--- config.mk ---
export PLATFORM = sky130hd
export DESIGN_NAME = uart_frame_parser_xor
export DESIGN_NICKNAME = d
export VERILOG_FILES = /design/src/design/ufp_pkg.sv /design/src/design/ufp_ram.sv /design/src/design/ufp_front.sv /design/src/design/ufp_queue.sv /design/src/design/ufp_back.sv /design/src/design/uart_frame_parser_xor.sv
export SDC_FILE = /design/constraint.sdc
export NUM_CORES = 1
export LEC_CHECK = 0
export BUFFER_PORTS_ARGS = -buffer_cell sky130_fd_sc_hd__buf_4
export CAP_MARGIN = 20
export CELL_PAD_IN_SITES_DETAIL_PLACEMENT = 0
export CELL_PAD_IN_SITES_GLOBAL_PLACEMENT = 1
export CORE_MARGIN = 2
export CORE_UTILIZATION = 50
export CTS_CLUSTER_DIAMETER = 80
export DETAILED_ROUTE_END_ITERATION = 16
export PLACE_DENSITY_LB_ADDON = 0.05
export SLEW_MARGIN = 25
export SYNTH_ARGS = -nofsm -noshare
export SYNTH_HDL_FRONTEND = slang
export SYNTH_SLANG_ARGS = --single-unit
--- constraint.sdc ---
create_clock -name clk_i -period 7.92 [get_ports clk_i]
set_clock_uncertainty 0.05 [all_clocks]
set_input_delay 1.584 -clock clk_i [delete_from_list [all_inputs] [get_ports clk_i]]
set_output_delay 1.584 -clock clk_i [all_outputs]
set_load 0.005 [all_outputs]
--- src/design/ufp_pkg.sv ---
// Shared types and constants for the serial frame parser.
// No dependencies.
package ufp_pkg;

  localparam int unsigned BYTE_W  = 8;
  localparam int unsigned FIELD_W = 6;
  localparam int unsigned CFG_IW  = 2;

  localparam logic [CFG_IW-1:0] CFG_HEAD_HIGH = 2'd0;
  localparam logic [CFG_IW-1:0] CFG_HEAD_LOW  = 2'd1;
  localparam logic [CFG_IW-1:0] CFG_TAIL      = 2'd2;

  localparam logic [BYTE_W-1:0] HEAD_HIGH_RST = 8'd170;
  localparam logic [BYTE_W-1:0] HEAD_LOW_RST  = 8'd85;
  localparam logic [BYTE_W-1:0] TAIL_RST      = 8'd187;

  typedef struct packed {
    logic               bank;
    logic [FIELD_W-1:0] len;
  } ufp_desc_t;

  typedef struct packed {
    logic valid;
    logic bank;
  } ufp_release_t;

endpackage

--- src/design/ufp_ram.sv ---
// Generic single-write, single-read RAM with registered read data.
// No dependencies.
module ufp_ram #(
  parameter int unsigned WIDTH = 8,
  parameter int unsigned DEPTH = 64
) (
  input  logic                     clk_i,
  input  logic                     we_i,
  input  logic [$clog2(DEPTH)-1:0] waddr_i,
  input  logic [WIDTH-1:0]         wdata_i,
  input  logic                     re_i,
  input  logic [$clog2(DEPTH)-1:0] raddr_i,
  output logic [WIDTH-1:0]         rdata_o
);

  logic [WIDTH-1:0] mem_q [DEPTH];

  always_ff @(posedge clk_i) begin
    if (we_i) begin
      mem_q[waddr_i] <= wdata_i;
    end
    if (re_i) begin
      rdata_o <= mem_q[raddr_i];
    end
  end

endmodule

--- src/design/ufp_front.sv ---
// Front end: configuration registers, frame hunt, checksum and frame store writes.
// Depends on ufp_pkg.
module ufp_front #(
  parameter int unsigned STORE_DEPTH = 33,
  parameter int unsigned AW          = 6
) (
  input  logic                           clk_i,
  input  logic                           rst_ni,
  input  logic                           cfg_we_i,
  input  logic [ufp_pkg::CFG_IW-1:0]     cfg_index_i,
  input  logic [ufp_pkg::BYTE_W-1:0]     cfg_data_i,
  input  logic                           rx_valid_i,
  output logic                           rx_stall_o,
  input  logic [ufp_pkg::BYTE_W-1:0]     rx_byte_i,
  output logic                           mem_we_o,
  output logic [AW:0]                    mem_waddr_o,
  output logic [ufp_pkg::BYTE_W-1:0]     mem_wdata_o,
  output logic                           push_o,
  output ufp_pkg::ufp_desc_t             desc_o,
  input  logic                           q_full_i,
  input  ufp_pkg::ufp_release_t          release_i
);

  typedef enum logic [2:0] {
    PH_HEAD_HIGH = 3'd0,
    PH_HEAD_LOW  = 3'd1,
    PH_LENGTH    = 3'd2,
    PH_DATA      = 3'd3,
    PH_CHECK     = 3'd4,
    PH_TAIL      = 3'd5
  } phase_e;

  localparam logic [ufp_pkg::BYTE_W-1:0] LenMax = ufp_pkg::BYTE_W'(STORE_DEPTH);

  phase_e                        phase_q, phase_d;
  logic [ufp_pkg::FIELD_W-1:0]   byte_count_q, byte_count_d;
  logic [ufp_pkg::FIELD_W-1:0]   frame_length_q, frame_length_d;
  logic [ufp_pkg::BYTE_W-1:0]    xor_q, xor_d;
  logic                          wr_bank_q, wr_bank_d;
  logic [1:0]                    busy_q, busy_d;
  logic [ufp_pkg::BYTE_W-1:0]    head_high_q, head_low_q, tail_q;
  logic                          accept;
  logic [ufp_pkg::FIELD_W-1:0]   count_inc;

  assign rx_stall_o  = (phase_q == PH_DATA) && busy_q[wr_bank_q];
  assign accept      = rx_valid_i && !rx_stall_o;
  assign count_inc   = byte_count_q + ufp_pkg::FIELD_W'(1);
  assign mem_waddr_o = {wr_bank_q, byte_count_q[AW-1:0]};
  assign mem_wdata_o = rx_byte_i;
  assign desc_o      = '{bank: wr_bank_q, len: frame_length_q};

  always_comb begin
    phase_d        = phase_q;
    byte_count_d   = byte_count_q;
    frame_length_d = frame_length_q;
    xor_d          = xor_q;
    wr_bank_d      = wr_bank_q;
    busy_d         = busy_q;
    mem_we_o       = 1'b0;
    push_o         = 1'b0;
    if (release_i.valid) begin
      busy_d[release_i.bank] = 1'b0;
    end
    if (accept) begin
      unique case (phase_q)
        PH_HEAD_LOW: begin
          if (rx_byte_i == head_low_q) begin
            phase_d      = PH_LENGTH;
            byte_count_d = '0;
          end else if (rx_byte_i != head_high_q) begin
            phase_d = PH_HEAD_HIGH;
          end
        end
        PH_LENGTH: begin
          if (rx_byte_i != '0 && rx_byte_i <= LenMax) begin
            frame_length_d = rx_byte_i[ufp_pkg::FIELD_W-1:0];
            xor_d          = rx_byte_i;
            byte_count_d   = '0;
            phase_d        = PH_DATA;
          end else begin
            phase_d = PH_HEAD_HIGH;
          end
        end
        PH_DATA: begin
          mem_we_o     = 1'b1;
          xor_d        = xor_q ^ rx_byte_i;
          byte_count_d = count_inc;
          if (count_inc >= frame_length_q) begin
            phase_d = PH_CHECK;
          end
        end
        PH_CHECK: begin
          phase_d = (rx_byte_i == xor_q) ? PH_TAIL : PH_HEAD_HIGH;
        end
        PH_TAIL: begin
          if (rx_byte_i == tail_q) begin
            push_o            = 1'b1;
            busy_d[wr_bank_q] = 1'b1;
            wr_bank_d         = !wr_bank_q;
          end
          phase_d = PH_HEAD_HIGH;
        end
        default: begin
          phase_d = (rx_byte_i == head_high_q) ? PH_HEAD_LOW : PH_HEAD_HIGH;
        end
      endcase
    end
  end

  always_ff @(posedge clk_i or negedge rst_ni) begin
    if (!rst_ni) begin
      phase_q        <= PH_HEAD_HIGH;
      byte_count_q   <= '0;
      frame_length_q <= '0;
      xor_q          <= '0;
      wr_bank_q      <= 1'b0;
      busy_q         <= '0;
      head_high_q    <= ufp_pkg::HEAD_HIGH_RST;
      head_low_q     <= ufp_pkg::HEAD_LOW_RST;
      tail_q         <= ufp_pkg::TAIL_RST;
    end else begin
      phase_q        <= phase_d;
      byte_count_q   <= byte_count_d;
      frame_length_q <= frame_length_d;
      xor_q          <= xor_d;
      wr_bank_q      <= wr_bank_d;
      busy_q         <= busy_d;
      if (cfg_we_i) begin
        unique case (cfg_index_i)
          ufp_pkg::CFG_HEAD_HIGH: head_high_q <= cfg_data_i;
          ufp_pkg::CFG_HEAD_LOW:  head_low_q  <= cfg_data_i;
          ufp_pkg::CFG_TAIL:      tail_q      <= cfg_data_i;
          default: ;
        endcase
      end
    end
  end

`ifndef SYNTHESIS
  a_write_free_bank: assert property (@(posedge clk_i) disable iff (!rst_ni)
    mem_we_o |-> !busy_q[wr_bank_q])
    else $error("frame store write into a bank still being drained");
  a_push_not_full: assert property (@(posedge clk_i) disable iff (!rst_ni)
    push_o |-> !q_full_i)
    else $error("frame request pushed into a full queue");
`endif

endmodule

--- src/design/ufp_queue.sv ---
// Two-entry queue of frame requests between front end and emitter.
// Depends on ufp_pkg.
module ufp_queue (
  input  logic               clk_i,
  input  logic               rst_ni,
  input  logic               push_i,
  input  ufp_pkg::ufp_desc_t desc_i,
  output logic               full_o,
  input  logic               pop_i,
  output logic               valid_o,
  output ufp_pkg::ufp_desc_t desc_o
);

  ufp_pkg::ufp_desc_t entry_q [2];
  logic               wr_ptr_q, rd_ptr_q;
  logic [1:0]         cnt_q;

  assign valid_o = cnt_q != 2'd0;
  assign full_o  = cnt_q == 2'd2;
  assign desc_o  = entry_q[rd_ptr_q];

  always_ff @(posedge clk_i) begin
    if (push_i) begin
      entry_q[wr_ptr_q] <= desc_i;
    end
  end

  always_ff @(posedge clk_i or negedge rst_ni) begin
    if (!rst_ni) begin
      wr_ptr_q <= 1'b0;
      rd_ptr_q <= 1'b0;
      cnt_q    <= '0;
    end else begin
      if (push_i) begin
        wr_ptr_q <= !wr_ptr_q;
      end
      if (pop_i) begin
        rd_ptr_q <= !rd_ptr_q;
      end
      cnt_q <= cnt_q + 2'(push_i) - 2'(pop_i);
    end
  end

`ifndef SYNTHESIS
  a_pop_not_empty: assert property (@(posedge clk_i) disable iff (!rst_ni)
    pop_i |-> valid_o)
    else $error("frame request popped from an empty queue");
`endif

endmodule

--- src/design/ufp_back.sv ---
// Emitter: drains a stored frame from the frame store into the result register.
// Depends on ufp_pkg.
module ufp_back #(
  parameter int unsigned AW = 6
) (
  input  logic                        clk_i,
  input  logic                        rst_ni,
  input  logic                        q_valid_i,
  input  ufp_pkg::ufp_desc_t          q_desc_i,
  output logic                        q_pop_o,
  output logic                        mem_re_o,
  output logic [AW:0]                 mem_raddr_o,
  input  logic [ufp_pkg::BYTE_W-1:0]  mem_rdata_i,
  output ufp_pkg::ufp_release_t       release_o,
  output logic                        res_valid_o,
  input  logic                        res_stall_i,
  output logic [ufp_pkg::BYTE_W-1:0]  data_byte_o,
  output logic [ufp_pkg::FIELD_W-1:0] position_o,
  output logic [ufp_pkg::FIELD_W-1:0] payload_count_o,
  output logic                        last_o
);

  logic                        act_q, bank_q;
  logic [ufp_pkg::FIELD_W-1:0] len_q, idx_q;
  logic                        pend_q, pend_last_q;
  logic [ufp_pkg::FIELD_W-1:0] pend_pos_q, pend_cnt_q;
  logic                        out_valid_q, out_last_q;
  logic [ufp_pkg::BYTE_W-1:0]  out_data_q;
  logic [ufp_pkg::FIELD_W-1:0] out_pos_q, out_cnt_q;
  logic                        issue, is_last;
  logic [ufp_pkg::FIELD_W-1:0] idx_inc;

  assign idx_inc     = idx_q + ufp_pkg::FIELD_W'(1);
  assign is_last     = idx_inc == len_q;
  assign issue       = act_q && !pend_q && (!out_valid_q || !res_stall_i);
  assign q_pop_o     = !act_q && q_valid_i;
  assign mem_re_o    = issue;
  assign mem_raddr_o = {bank_q, idx_q[AW-1:0]};
  assign release_o   = '{valid: issue && is_last, bank: bank_q};

  assign res_valid_o     = out_valid_q;
  assign data_byte_o     = out_data_q;
  assign position_o      = out_pos_q;
  assign payload_count_o = out_cnt_q;
  assign last_o          = out_last_q;

  always_ff @(posedge clk_i) begin
    if (q_pop_o) begin
      bank_q <= q_desc_i.bank;
      len_q  <= q_desc_i.len;
    end
    if (issue) begin
      pend_pos_q  <= idx_q;
      pend_last_q <= is_last;
      pend_cnt_q  <= len_q - ufp_pkg::FIELD_W'(1);
    end
    if (pend_q) begin
      out_data_q <= mem_rdata_i;
      out_pos_q  <= pend_pos_q;
      out_cnt_q  <= pend_cnt_q;
      out_last_q <= pend_last_q;
    end
  end

  always_ff @(posedge clk_i or negedge rst_ni) begin
    if (!rst_ni) begin
      act_q       <= 1'b0;
      idx_q       <= '0;
      pend_q      <= 1'b0;
      out_valid_q <= 1'b0;
    end else begin
      if (q_pop_o) begin
        act_q <= 1'b1;
        idx_q <= '0;
      end else if (issue) begin
        idx_q <= idx_inc;
        if (is_last) begin
          act_q <= 1'b0;
        end
      end
      pend_q <= issue;
      if (pend_q) begin
        out_valid_q <= 1'b1;
      end else if (!res_stall_i) begin
        out_valid_q <= 1'b0;
      end
    end
  end

`ifndef SYNTHESIS
  a_land_into_free: assert property (@(posedge clk_i) disable iff (!rst_ni)
    pend_q |-> !out_valid_q)
    else $error("read data lands on an occupied result register");
  a_last_position: assert property (@(posedge clk_i) disable iff (!rst_ni)
    (out_valid_q && out_last_q) |-> (out_pos_q == out_cnt_q))
    else $error("last result does not sit at the final payload position");
`endif

endmodule

--- src/design/uart_frame_parser_xor.sv ---
// Serial frame parser with XOR checksum: accepts one received byte per cycle
// while rx_stall_o is low and emits the payload bytes of each good frame, last
// one marked. The emitter starts a frame store read only when no earlier read
// is pending; the registered read of the frame store feeds the single result
// register. The frame store holds two banks, each taking a frame of up to
// MAX_PAYLOAD+1 bytes; the front end stalls a data byte only while the bank
// it must write still holds a frame that the emitter has not finished reading.
// Depends on ufp_pkg, ufp_ram, ufp_front, ufp_queue and ufp_back.
module uart_frame_parser_xor #(
  parameter int unsigned MAX_PAYLOAD = 32
) (
  input  logic                        clk_i,
  input  logic                        rst_ni,
  input  logic                        cfg_we_i,
  input  logic [ufp_pkg::CFG_IW-1:0]  cfg_index_i,
  input  logic [ufp_pkg::BYTE_W-1:0]  cfg_data_i,
  input  logic                        rx_valid_i,
  output logic                        rx_stall_o,
  input  logic [ufp_pkg::BYTE_W-1:0]  rx_byte_i,
  output logic                        res_valid_o,
  input  logic                        res_stall_i,
  output logic [ufp_pkg::BYTE_W-1:0]  data_byte_o,
  output logic [ufp_pkg::FIELD_W-1:0] position_o,
  output logic [ufp_pkg::FIELD_W-1:0] payload_count_o,
  output logic                        last_o
);

  localparam int unsigned StoreDepth = MAX_PAYLOAD + 1;
  localparam int unsigned Aw         = $clog2(StoreDepth);
  localparam int unsigned RamDepth   = 2 ** (Aw + 1);

  logic                       mem_we, mem_re;
  logic [Aw:0]                mem_waddr, mem_raddr;
  logic [ufp_pkg::BYTE_W-1:0] mem_wdata, mem_rdata;
  logic                       q_push, q_full, q_pop, q_valid;
  ufp_pkg::ufp_desc_t         push_desc, head_desc;
  ufp_pkg::ufp_release_t      bank_release;

  ufp_front #(
    .STORE_DEPTH(StoreDepth),
    .AW         (Aw)
  ) u_front (
    .clk_i      (clk_i),
    .rst_ni     (rst_ni),
    .cfg_we_i   (cfg_we_i),
    .cfg_index_i(cfg_index_i),
    .cfg_data_i (cfg_data_i),
    .rx_valid_i (rx_valid_i),
    .rx_stall_o (rx_stall_o),
    .rx_byte_i  (rx_byte_i),
    .mem_we_o   (mem_we),
    .mem_waddr_o(mem_waddr),
    .mem_wdata_o(mem_wdata),
    .push_o     (q_push),
    .desc_o     (push_desc),
    .q_full_i   (q_full),
    .release_i  (bank_release)
  );

  ufp_ram #(
    .WIDTH(ufp_pkg::BYTE_W),
    .DEPTH(RamDepth)
  ) u_store (
    .clk_i  (clk_i),
    .we_i   (mem_we),
    .waddr_i(mem_waddr),
    .wdata_i(mem_wdata),
    .re_i   (mem_re),
    .raddr_i(mem_raddr),
    .rdata_o(mem_rdata)
  );

  ufp_queue u_queue (
    .clk_i  (clk_i),
    .rst_ni (rst_ni),
    .push_i (q_push),
    .desc_i (push_desc),
    .full_o (q_full),
    .pop_i  (q_pop),
    .valid_o(q_valid),
    .desc_o (head_desc)
  );

  ufp_back #(
    .AW(Aw)
  ) u_back (
    .clk_i          (clk_i),
    .rst_ni         (rst_ni),
    .q_valid_i      (q_valid),
    .q_desc_i       (head_desc),
    .q_pop_o        (q_pop),
    .mem_re_o       (mem_re),
    .mem_raddr_o    (mem_raddr),
    .mem_rdata_i    (mem_rdata),
    .release_o      (bank_release),
    .res_valid_o    (res_valid_o),
    .res_stall_i    (res_stall_i),
    .data_byte_o    (data_byte_o),
    .position_o     (position_o),
    .payload_count_o(payload_count_o),
    .last_o         (last_o)
  );

endmodule

Word-level counts from Yosys, hierarchy flattened

Memory sizes are Yosys's and may differ from the RTL's. A register that Yosys moved wholly into a read port is not among the register bits.
Cells that the tools add are included.

Memories: 2
Logic and storage cells: 130
Bits in writable memories: 1,038
Bits in registers: 97

Memory list:

| memory          | words | bits a word | rd ports | clocked after memory_dff | wr ports | line            | source |
|---|---|---|---|---|---|---|---|
| u_store.mem_q   | 128   | 8           | 1        | 1                        | 1        | ufp_ram.sv:16   | `logic [WIDTH-1:0] mem_q [DEPTH];` |
| u_queue.entry_q | 2     | 7           | 1        | 1                        | 1        | ufp_queue.sv:14 | `ufp_pkg::ufp_desc_t entry_q [2];` |

Bitwise logic cells: 4
Add/sub/neg operators: 5
Eq/ne operators: 18
Multiplexer cells: 38
Reductions and logical operators: 34
Order comparisons: 6

Operator list:

| operator              | count |
|---|---|
| $eq A8 B8 Y1          | 4 |
| $mux W6               | 4 |
| $mux W1               | 19 |
| $pmux W6 S3           | 1 |
| $pmux W8 S2           | 1 |
| $pmux W3 S5           | 1 |
| $add A6 B1 Y6 const B | 2 |
| $mux W3               | 4 |
| $reduce_and A3 Y1     | 4 |
| $mux W2               | 5 |
| $logic_and A1 B1 Y1   | 9 |
| $le A8 B6 Y1 const B  | 1 |
| $logic_not A1 Y1      | 8 |
| $mux W8               | 1 |
| $ne A8 B8 Y1          | 1 |
| $reduce_and A2 Y1     | 4 |
| $reduce_bool A2 Y1    | 4 |
| $reduce_bool A8 Y1    | 1 |
| $xor A8 B8 Y8         | 1 |
| $eq A3 B2 Y1 const B  | 2 |
| $eq A3 B3 Y1 const B  | 2 |
| $eq A6 B6 Y1          | 1 |
| $ge A6 B6 Y1          | 1 |
| $ne A2 B1 Y1 const B  | 3 |
| other kinds (18)      | 21 |

Longest topological paths before layout

Gate-level depths: netlist of the first run.

Depth after elaboration: 11
Depth in mapped cells: 11

By module

Synthesis of the first run repeated with hierarchy kept, for this count alone.

Cells, all modules: 2,050
Area total of the unflattened synthesis: 45,219.6 um2

Modules (own cells, without submodules):

| module    | times used | area an instance (um2) | sequential area each (um2) | cells each |
|---|---|---|---|---|
| ufp_ram   | 1          | 39,745.6               | 30,989.7                   | 1,635 |
| ufp_front | 1          | 2,885.3                | 1,268.7                    | 269 |
| ufp_back  | 1          | 1,853.0                | 1,456.4                    | 109 |
| ufp_queue | 1          | 735.7                  | 520.5                      | 37 |

Least setup slack after synthesis of the first run

OpenSTA, ideal clock, no wires.

Kind: input to register
Start point: in rx_byte_i[1] in the netlist's numbering
End point: reg u_front.byte_count_q[1] in the netlist's numbering
Library setup time: 0.125 ns
Cell stages on the path: 6
Data required time: 7.745 ns
Arrival time: 3.448 ns
Setup slack: 4.297 ns
Cell sequence: buf_4 > or4_4 > a2111oi_4 > nand2_2 > a21boi_4 > mux2_2

Cells in the longest elaborated chain, start to end: 4

RTL lines:

| item                                                      | line                        | source |
|---|---|---|
| from (decl)                                               | uart_frame_parser_xor.sv:19 | `input logic [ufp_pkg::BYTE_W-1:0] rx_byte_i,` |
| $le A8 B6 Y1 / $reduce_bool A8 Y1 (equally long branches) | ufp_front.sv:75             | `if (rx_byte_i != '0 && rx_byte_i <= LenMax) begin` |
| $logic_and A1 B1 Y1                                       | ufp_front.sv:75             |  |
| $ne A2 B1 Y1 (no source line)                             | n/a                         |  |
| $reduce_and A4 Y1 (no source line) *                      | n/a                         |  |
| to (signal assigned)                                      | ufp_front.sv:123            | `byte_count_q <= byte_count_d;` |
| to (decl)                                                 | ufp_front.sv:36             | `logic [ufp_pkg::FIELD_W-1:0] byte_count_q, byte_count_d;` |

Mark *: on every way between the ends. The rest lies on a longest branch, timed or not.
A chain may end at the register's enable or synchronous reset.

==> results of run 1 <==
-- layer usage --
metal	vias up	global-route usage
li1	9816	-
met1	11810	0.3309
met2	690	0.3875
met3	128	0.03275
met4	0	0.05653
met5	-	0
-- area by class of cell --
| class | count | area [µm²] |
|---|---|---|
| clock inverters | 72 | 844.6 |
| clock buffers | 141 | 3028 |
| repair buffers | 87 | 694.4 |
| flip-flops and latches | 1150 | 34250 |
| multi-input cells | 1114 | 10360 |
| fillers | 6825 | 39160 |
| well taps | 1176 | 1471 |
| inverters | 17 | 63.81 |
| diodes | 1 | 2.502 |
-- cells by family (layout without fill, tap and decap cells) --
kind of cell | after synthesis | in the layout
multiplexers | 378 | 378
XOR/XNOR | 53 | 53
AND/OR/NAND/NOR | 432 | 432
adder cells (fa/ha/maj) | 11 | 11
AO/OA/AOI/OAI | 240 | 240
buffers and inverters | 156 | 317
other | 0 | 1
flip-flops | 1150 | 1150
-- worst register-to-register path, cell delays in order, from the launching register on --
cell and delay, ns:
dfrtp_4 0.88, buf_12 0.69, buf_12 0.78, mux2i_1 0.38
a22oi_1 0.17, nand3_1 0.21, nand3_1 0.13, a21oi_1 0.39
nor3_1 0.09
-- worst min path at each step --
stage                                            endpoint  slack (ns)                            from
after global placement     u_back.position_o[1]$_DFFE_PP_        0.35  u_back.pend_pos_q[1]$_DFFE_PP_
after floorplan           u_back.data_byte_o[0]$_DFFE_PP_        0.35    u_store.rdata_o[0]$_DFFE_PP_
after global routing       u_back.position_o[0]$_DFFE_PP_        0.39  u_back.pend_pos_q[0]$_DFFE_PP_
after CTS                  u_back.position_o[4]$_DFFE_PP_        0.37  u_back.pend_pos_q[4]$_DFFE_PP_
final                      u_back.position_o[4]$_DFFE_PP_        0.37  u_back.pend_pos_q[4]$_DFFE_PP_
after detailed placement   u_back.position_o[4]$_DFFE_PP_        0.36  u_back.pend_pos_q[4]$_DFFE_PP_
-- flip-flops by register name, summed over array words and instances (netlist names), 8 cells and up --
| signal | count |
|---|---|
| u_queue.entry_q | 14 |
| u_back.data_byte_o | 8 |
| u_front.head_high_q | 8 |
| u_front.head_low_q | 8 |
| u_front.xor_q | 8 |
| u_store.mem_q | 1024 |
| u_store.rdata_o | 8 |
| u_front.tail_q | 8 |
-- placed cells by master (no fill, tap or decap), types with 9 or more instances in the layout --
cell type	Yosys	final
a211oi_1	9	9
a21oi_1	66	66
a22o_1	18	18
a22oi_1	94	94
buf_4	13	83
bufinv_16	0	18
clkbuf_1	74	23
clkbuf_16	0	117
clkinv_1	0	14
clkinv_2	0	29
dfrtp_1	49	45
dfstp_2	14	14
edfxtp_1	1087	1087
ha_1	11	11
inv_1	17	17
mux2_2	40	40
mux2i_1	158	158
mux4_2	178	178
nand2_1	134	133
nand3_1	57	56
nand4_1	21	21
nor2_1	145	143
nor2b_1	26	21
nor3_1	13	13
o2111ai_1	10	10
o21ai_0	17	17
xnor2_1	30	30
xor2_1	22	22
-- metrics by stage --
step	util	hold slack, ns	setup WS [ns]	instance area [µm²]	total power (W)
after detailed placement	0.5211	0.3566	3.581	46830	0.01018
after floorplan	-	0.3503	4.297	45260	0.009129
after CTS	0.5642	0.3704	3.815	50710	0.01570
final	0.5643	0.3680	3.883	50710	0.01554
after global placement	0.5211	0.3550	3.629	46830	0.01017
after global routing	0.5642	0.3901	3.716	50710	0.01610
-- report_power, final --
part	internal (W)	switching, W
Combinational	0.00128	0.00167
Sequential	0.00682	0.000225
Clock	0.00330	0.00225
==> out/qor.txt, run 1 <==
dpl hpwl -> 65630 µm
EDFF count, synth -> 1087
Nets -> 2519
Crit path max-delay family -> buffers and inverters
Reg2Reg Setup Slack -> 3.88 ns
Synth area leaders -> edfxtp_1, mux4_2, mux2i_1, dfrtp_1, a22oi_1
DRT Wirelength -> 107800 µm
worst reg2reg startpoint -> u_back.idx_q[1]$_DFFE_PN0P_
DRT iter0 DRCs -> 2036
Cell Chain, Critical Path -> buf_12, buf_12, mux2i_1, a22oi_1, nand3_1, nand3_1, a21oi_1, nor3_1
Initial Util -> 0.5036
# DRC -> 0
Met1 Wirelength -> 45930 µm
VDD IR max -> 0.0002974 V
xor and xnor fraction of the mapped netlist area -> 0.01056
Avg Inst Size Synth -> 18.70 µm²
TritonCTS Buffers -> 115
WL met3 -> 6006 µm
Post-DRT Antenna Nets -> 0
CTS Hold Bufs -> 0
Power Dens Cells -> 306.5 mW/mm²
Ports -> 46
GRT overflow -> 0
Synth async-reset ratio -> 0.05478
top cells by count, synth -> edfxtp_1, mux4_2, mux2i_1
Post-Synthesis Cells -> 2420
final worst path period need -> 4.037 ns
Synth area leader -> edfxtp_1
clk buf depth -> 3
sequential element share of the synthesized area -> 0.7564
Synth Area in Simple Gates -> 0.04346
top-count cell post-synth -> edfxtp_1
final hold violation count -> 0
initial antenna violation count -> 5
syn nets -> 2454
TritonCTS Sinks -> 1150
Final setup viols -> 0
share of cells above drive strength 1 -> 0.2026
largest net degree at the start of global routing -> 125
slowest cell on the critical path -> dfrtp_4
CP bufs+invs -> 2
highest metal used -> met4
fin. max-slew vios -> 0
clock slew at reported path FFs -> 0.06 ns
vias in the first global route -> 22.86k
Final Cycle Share -> 0.5097
Syn-to-layout area delta -> 12.05%
worst skew pair latency -> 0.69 ns
Port-buffer cells -> 45
Worst path depth -> 8
Crit Reg-Reg Endpoint -> u_store.rdata_o[3]$_DFFE_PP_
compound-cell area share of the yosys netlist -> 0.03707
CP Capture Type -> register
routed vias/inst -> 5.972
unrepaired setup endpoints after global routing -> false
crit path launch -> u_back.idx_q[1]$_DFFE_PN0P_
Worst Setup EP -> u_store.rdata_o[3]$_DFFE_PP_
share of the synthesized area in the top cell type -> 0.7212
Routed WL per cell -> 28.69 µm
post-synthesis mux area share -> 0.1341
slowest cell delay on critical path -> 0.88 ns
Yosys reg bits -> 1150
DIE AREA -> 0.09294 mm²
fmax -> 247.7 MHz
FF-to-FF path depth -> 8
adder-cell share of the synthesized area -> 0.003041
Distinct cells, synth -> 58
ys flop type -> edfxtp_1
row count -> 110
CTS tree -> done
status -> finished, final reports clean
Cells after DPL -> 3544
crit-path max FO -> 124
WL met2 -> 53940 µm
die height -> 304.9 µm
Worst-Margin Slew -> 0.9600 ns
Post-CTS Resized -> 0
Post-CTS Setup Inserts -> 0
yosys warns -> 0
global-route usage over all layers -> 0.2337
Worst Hold Depth -> 0
GP Congestion -> 0.8049
max_slew headroom -> 0.3576
crit start category -> register
worst min path class -> register to register
vias after detailed routing -> 22.44k
Core Footprint -> 0.08987 mm²
largest family of logic cells by synthesized area -> multiplexers
CP arrival -> 4.41 ns
First-pass DRT Iterations -> 5
leakage power -> 16.33 nW
H-Tree Depth -> 3
Die W -> 304.9 µm
critical path class -> register to register
setup TNS -> 0 ns
WP data required -> 8.30 ns
Layout Cells excl Fill -> 3758
Netlist Area Pre-Place -> 0.04526 mm²
max-capacitance violation count -> 0
global-route wire length before repair -> 156900 µm
Root Driver -> clkbuf_16
(Power assumes the default switching activity.)
==> inputs of run 2 (changes only) <==
clock period = 3.3 ns   (was 7.92 ns; I/O delays follow)
==> run 2 against run 1 <==
Global-route usage increased by 0.49 points. Register-to-register slack got worse by 3.7 ns. Utilization increased by 1.5 points. Final area increased by 2.6%. First-iteration DRC count increased by 3.2%. Cell count increased by 4.5%. Sequential share of layout area decreased by 1.7 points. Fmax increased by 31%. Critical path depth unchanged. Non-clock buffer count increased by 168. Clock power increased by 130%. Largest power group unchanged.
==> out/qor.txt, run 2 (synthesis gave the netlist of run 1 again) <==
TritonCTS Sinks -> 1150 (unchanged)
setup TNS -> 0 ns (unchanged)
Ports -> 46 (unchanged)
crit start category -> register (unchanged)
worst min path class -> input pin to async pin (was register to register)
Final Cycle Share -> 0.9372 (was 0.5097)
Routed WL per cell -> 27.88 µm (was 28.69 µm)
global-route usage over all layers -> 0.2385 (was 0.2337)
layer with the highest usage -> met2 (unchanged)
fin area -> 0.05205 mm² (was 0.05071 mm²)
max_slew headroom -> 0.3168 (was 0.3576)
Tot Pwr -> 0.03738 W (was 0.01554 W)
Syn-to-layout area delta -> 14.99% (was 12.05%)
DRT Wirelength -> 109400 µm (was 107800 µm)
TritonCTS Buffers -> 116 (was 115)
clock slew at reported path FFs -> 0.06 ns (about the same)
Die W -> 304.9 µm (unchanged)
Final setup viols -> 0 (unchanged)
die height -> 304.9 µm (unchanged)
largest net degree at the start of global routing -> 126 (was 125)
critical path class -> register to register (unchanged)
GRT overflow -> 0 (unchanged)
Port-buffer cells -> 45 (unchanged)
Area after DPL -> 0.04829 mm² (was 0.04683 mm²)
leakage power -> 17.19 nW (was 16.33 nW)
max reg flops -> 1024 (unchanged)
FF-to-FF path depth -> 8 (unchanged)
worst reg2reg startpoint -> u_back.idx_q[1]$_DFFE_PN0P_ (unchanged)
vias in the first global route -> 23.62k (was 22.86k)
H-Tree Depth -> 3 (unchanged)
Multi-input gate area -> 0.01037 mm² (was 0.01036 mm²)
WP data required -> 3.66 ns (was 8.30 ns)
DIE AREA -> 0.09294 mm² (unchanged)
First-pass DRT Iterations -> 5 (unchanged)
antenna cells -> 0 (was 1)
Post-DRT Antenna Nets -> 0 (unchanged)
Crit Reg-Reg Endpoint -> u_store.rdata_o[4]$_DFFE_PP_ (was u_store.rdata_o[3]$_DFFE_PP_)
routed vias/inst -> 5.858 (was 5.972)
fmax -> 323.3 MHz (was 247.7 MHz)
Core Footprint -> 0.08987 mm² (unchanged)
Most flops, register -> u_store.mem_q (unchanged)
initial antenna violation count -> 7 (was 5)
Root Driver -> clkbuf_16 (unchanged)
max-capacitance violation count -> 0 (unchanged)
Power Dens Cells -> 718.2 mW/mm² (was 306.5 mW/mm²)
share of cells above drive strength 1 -> 0.2476 (was 0.2026)
Worst-Margin Slew -> 1.023 ns (was 0.9600 ns)
register area -> 0.03425 mm² (about the same)
DRT iter0 DRCs -> 2101 (was 2036)
Initial Util -> 0.5036 (unchanged)
# DRC -> 0 (unchanged)
VDD IR max -> 0.0005060 V (was 0.0002974 V)
status -> finished, final reports clean (unchanged)
GP Congestion -> 0.7865 (was 0.8049)
most common cell after layout, fill and taps aside -> edfxtp_1 (unchanged)
final hold violation count -> 0 (unchanged)
clk buf depth -> 3 (unchanged)
Reg2Reg Setup Slack -> 0.21 ns (was 3.88 ns)
row count -> 110 (unchanged)
biggest regs -> u_store.mem_q x1024, u_queue.entry_q x14 (unchanged)
CTS tree -> done (unchanged)
CP Capture Type -> register (unchanged)
GRT met1 Usage -> 0.3289 (was 0.3309)
GR Util met3 -> 0.03192 (was 0.03275)
worst skew pair latency -> 0.68 ns (was 0.69 ns)
unrepaired setup endpoints after global routing -> false (unchanged)
most frequent cells in the layout -> edfxtp_1, buf_4, mux4_2, mux2i_1, nor2_1 (was edfxtp_1, mux4_2, mux2i_1, nor2_1, nand2_1)
filler instances -> 6728 (was 6825)
Nets -> 2688 (was 2519)
crit-path max FO -> 42 (was 124)
CP arrival -> 3.46 ns (was 4.41 ns)
met2 GRT Util -> 0.4061 (was 0.3875)
global-route wire length before repair -> 161400 µm (was 156900 µm)
fin. max-slew vios -> 0 (unchanged)
vias after detailed routing -> 23.00k (was 22.44k)
dpl hpwl -> 67690 µm (was 65630 µm)
final worst path period need -> 3.093 ns (was 4.037 ns)
## run 2: area by class of cell
type	count	area share
clock buffer	145	0.05967
clock inverter	69	0.01216
inverter	17	0.001226
multi-input combinational	1114	0.1993
sequential	1150	0.6580
tap	1176	0.02827
timing repair buffer	255	0.04135
## run 2: worst max-delay path, cell delays in order (launching register included)
cell      delay (ns)
dfrtp_4         0.56
buf_4           0.20
buf_12          0.29
buf_4           0.26
mux4_2          0.50
a22oi_1         0.23
nand2_1         0.15
a211oi_2        0.45
nor3_1          0.08
## run 2: where the power goes
group | leakage (nW) | total [W] | internal (W) | switching [W]
Clock | 1.83 | 0.0129 | 0.00755 | 0.00537
Sequential | 10.6 | 0.0167 | 0.0164 | 0.000316
Combinational | 4.79 | 0.00777 | 0.00356 | 0.00421
## run 2: how the worst max path moves through the flow
stage	startpoint	to	slack, ns	cells after the start
3_3_place_gp	u_back.idx_q[1]$_DFFE_PN0P_	u_store.rdata_o[1]$_DFFE_PP_	-0.07	8
2_1_floorplan	u_front.wr_bank_q$_DFFE_PN0P_	u_store.mem_q[127][0]$_DFFE_PP_	0.57	7
6_report	u_back.idx_q[1]$_DFFE_PN0P_	u_store.rdata_o[4]$_DFFE_PP_	0.21	8
5_1_grt	u_back.idx_q[1]$_DFFE_PN0P_	u_store.rdata_o[4]$_DFFE_PP_	0.0001	8
3_5_place_dp	u_back.idx_q[1]$_DFFE_PN0P_	u_store.rdata_o[1]$_DFFE_PP_	-0.15	8
4_1_cts	u_back.idx_q[1]$_DFFE_PN0P_	u_store.rdata_o[4]$_DFFE_PP_	0.002	8
## run 2: per-layer routing
layer	part of all wire	vias up	wire length, µm
met5	0.00012	-	13
met1	0.42	12020	46440
met3	0.052	139	5706
met4	0.019	2	2043
li1	-	10160	-
met2	0.50	678	55240
## run 2: stage by stage
step                      hold slack, ns  instances  setup slack, ns  utilization
final                            0.05870       3926           0.2073       0.5791
after global routing              0.1095       3926        0.0001130       0.5791
after CTS                        0.04840       3926         0.002134       0.5790
after detailed placement          0.3554       3712          -0.1454       0.5373
after global placement            0.3586       3712         -0.07316       0.5372
after floorplan                   0.3144       2420           0.5749            -
## run 2: what timing repair did
action	4_1_cts	5_1_grt
pin swaps	0	0
cloned	0	0
endpoints found under the hold margin	0	0
hold buffers	0	0
endpoints found under the setup margin	2	2
setup buffers	0	0
gates resized for setup	2	2
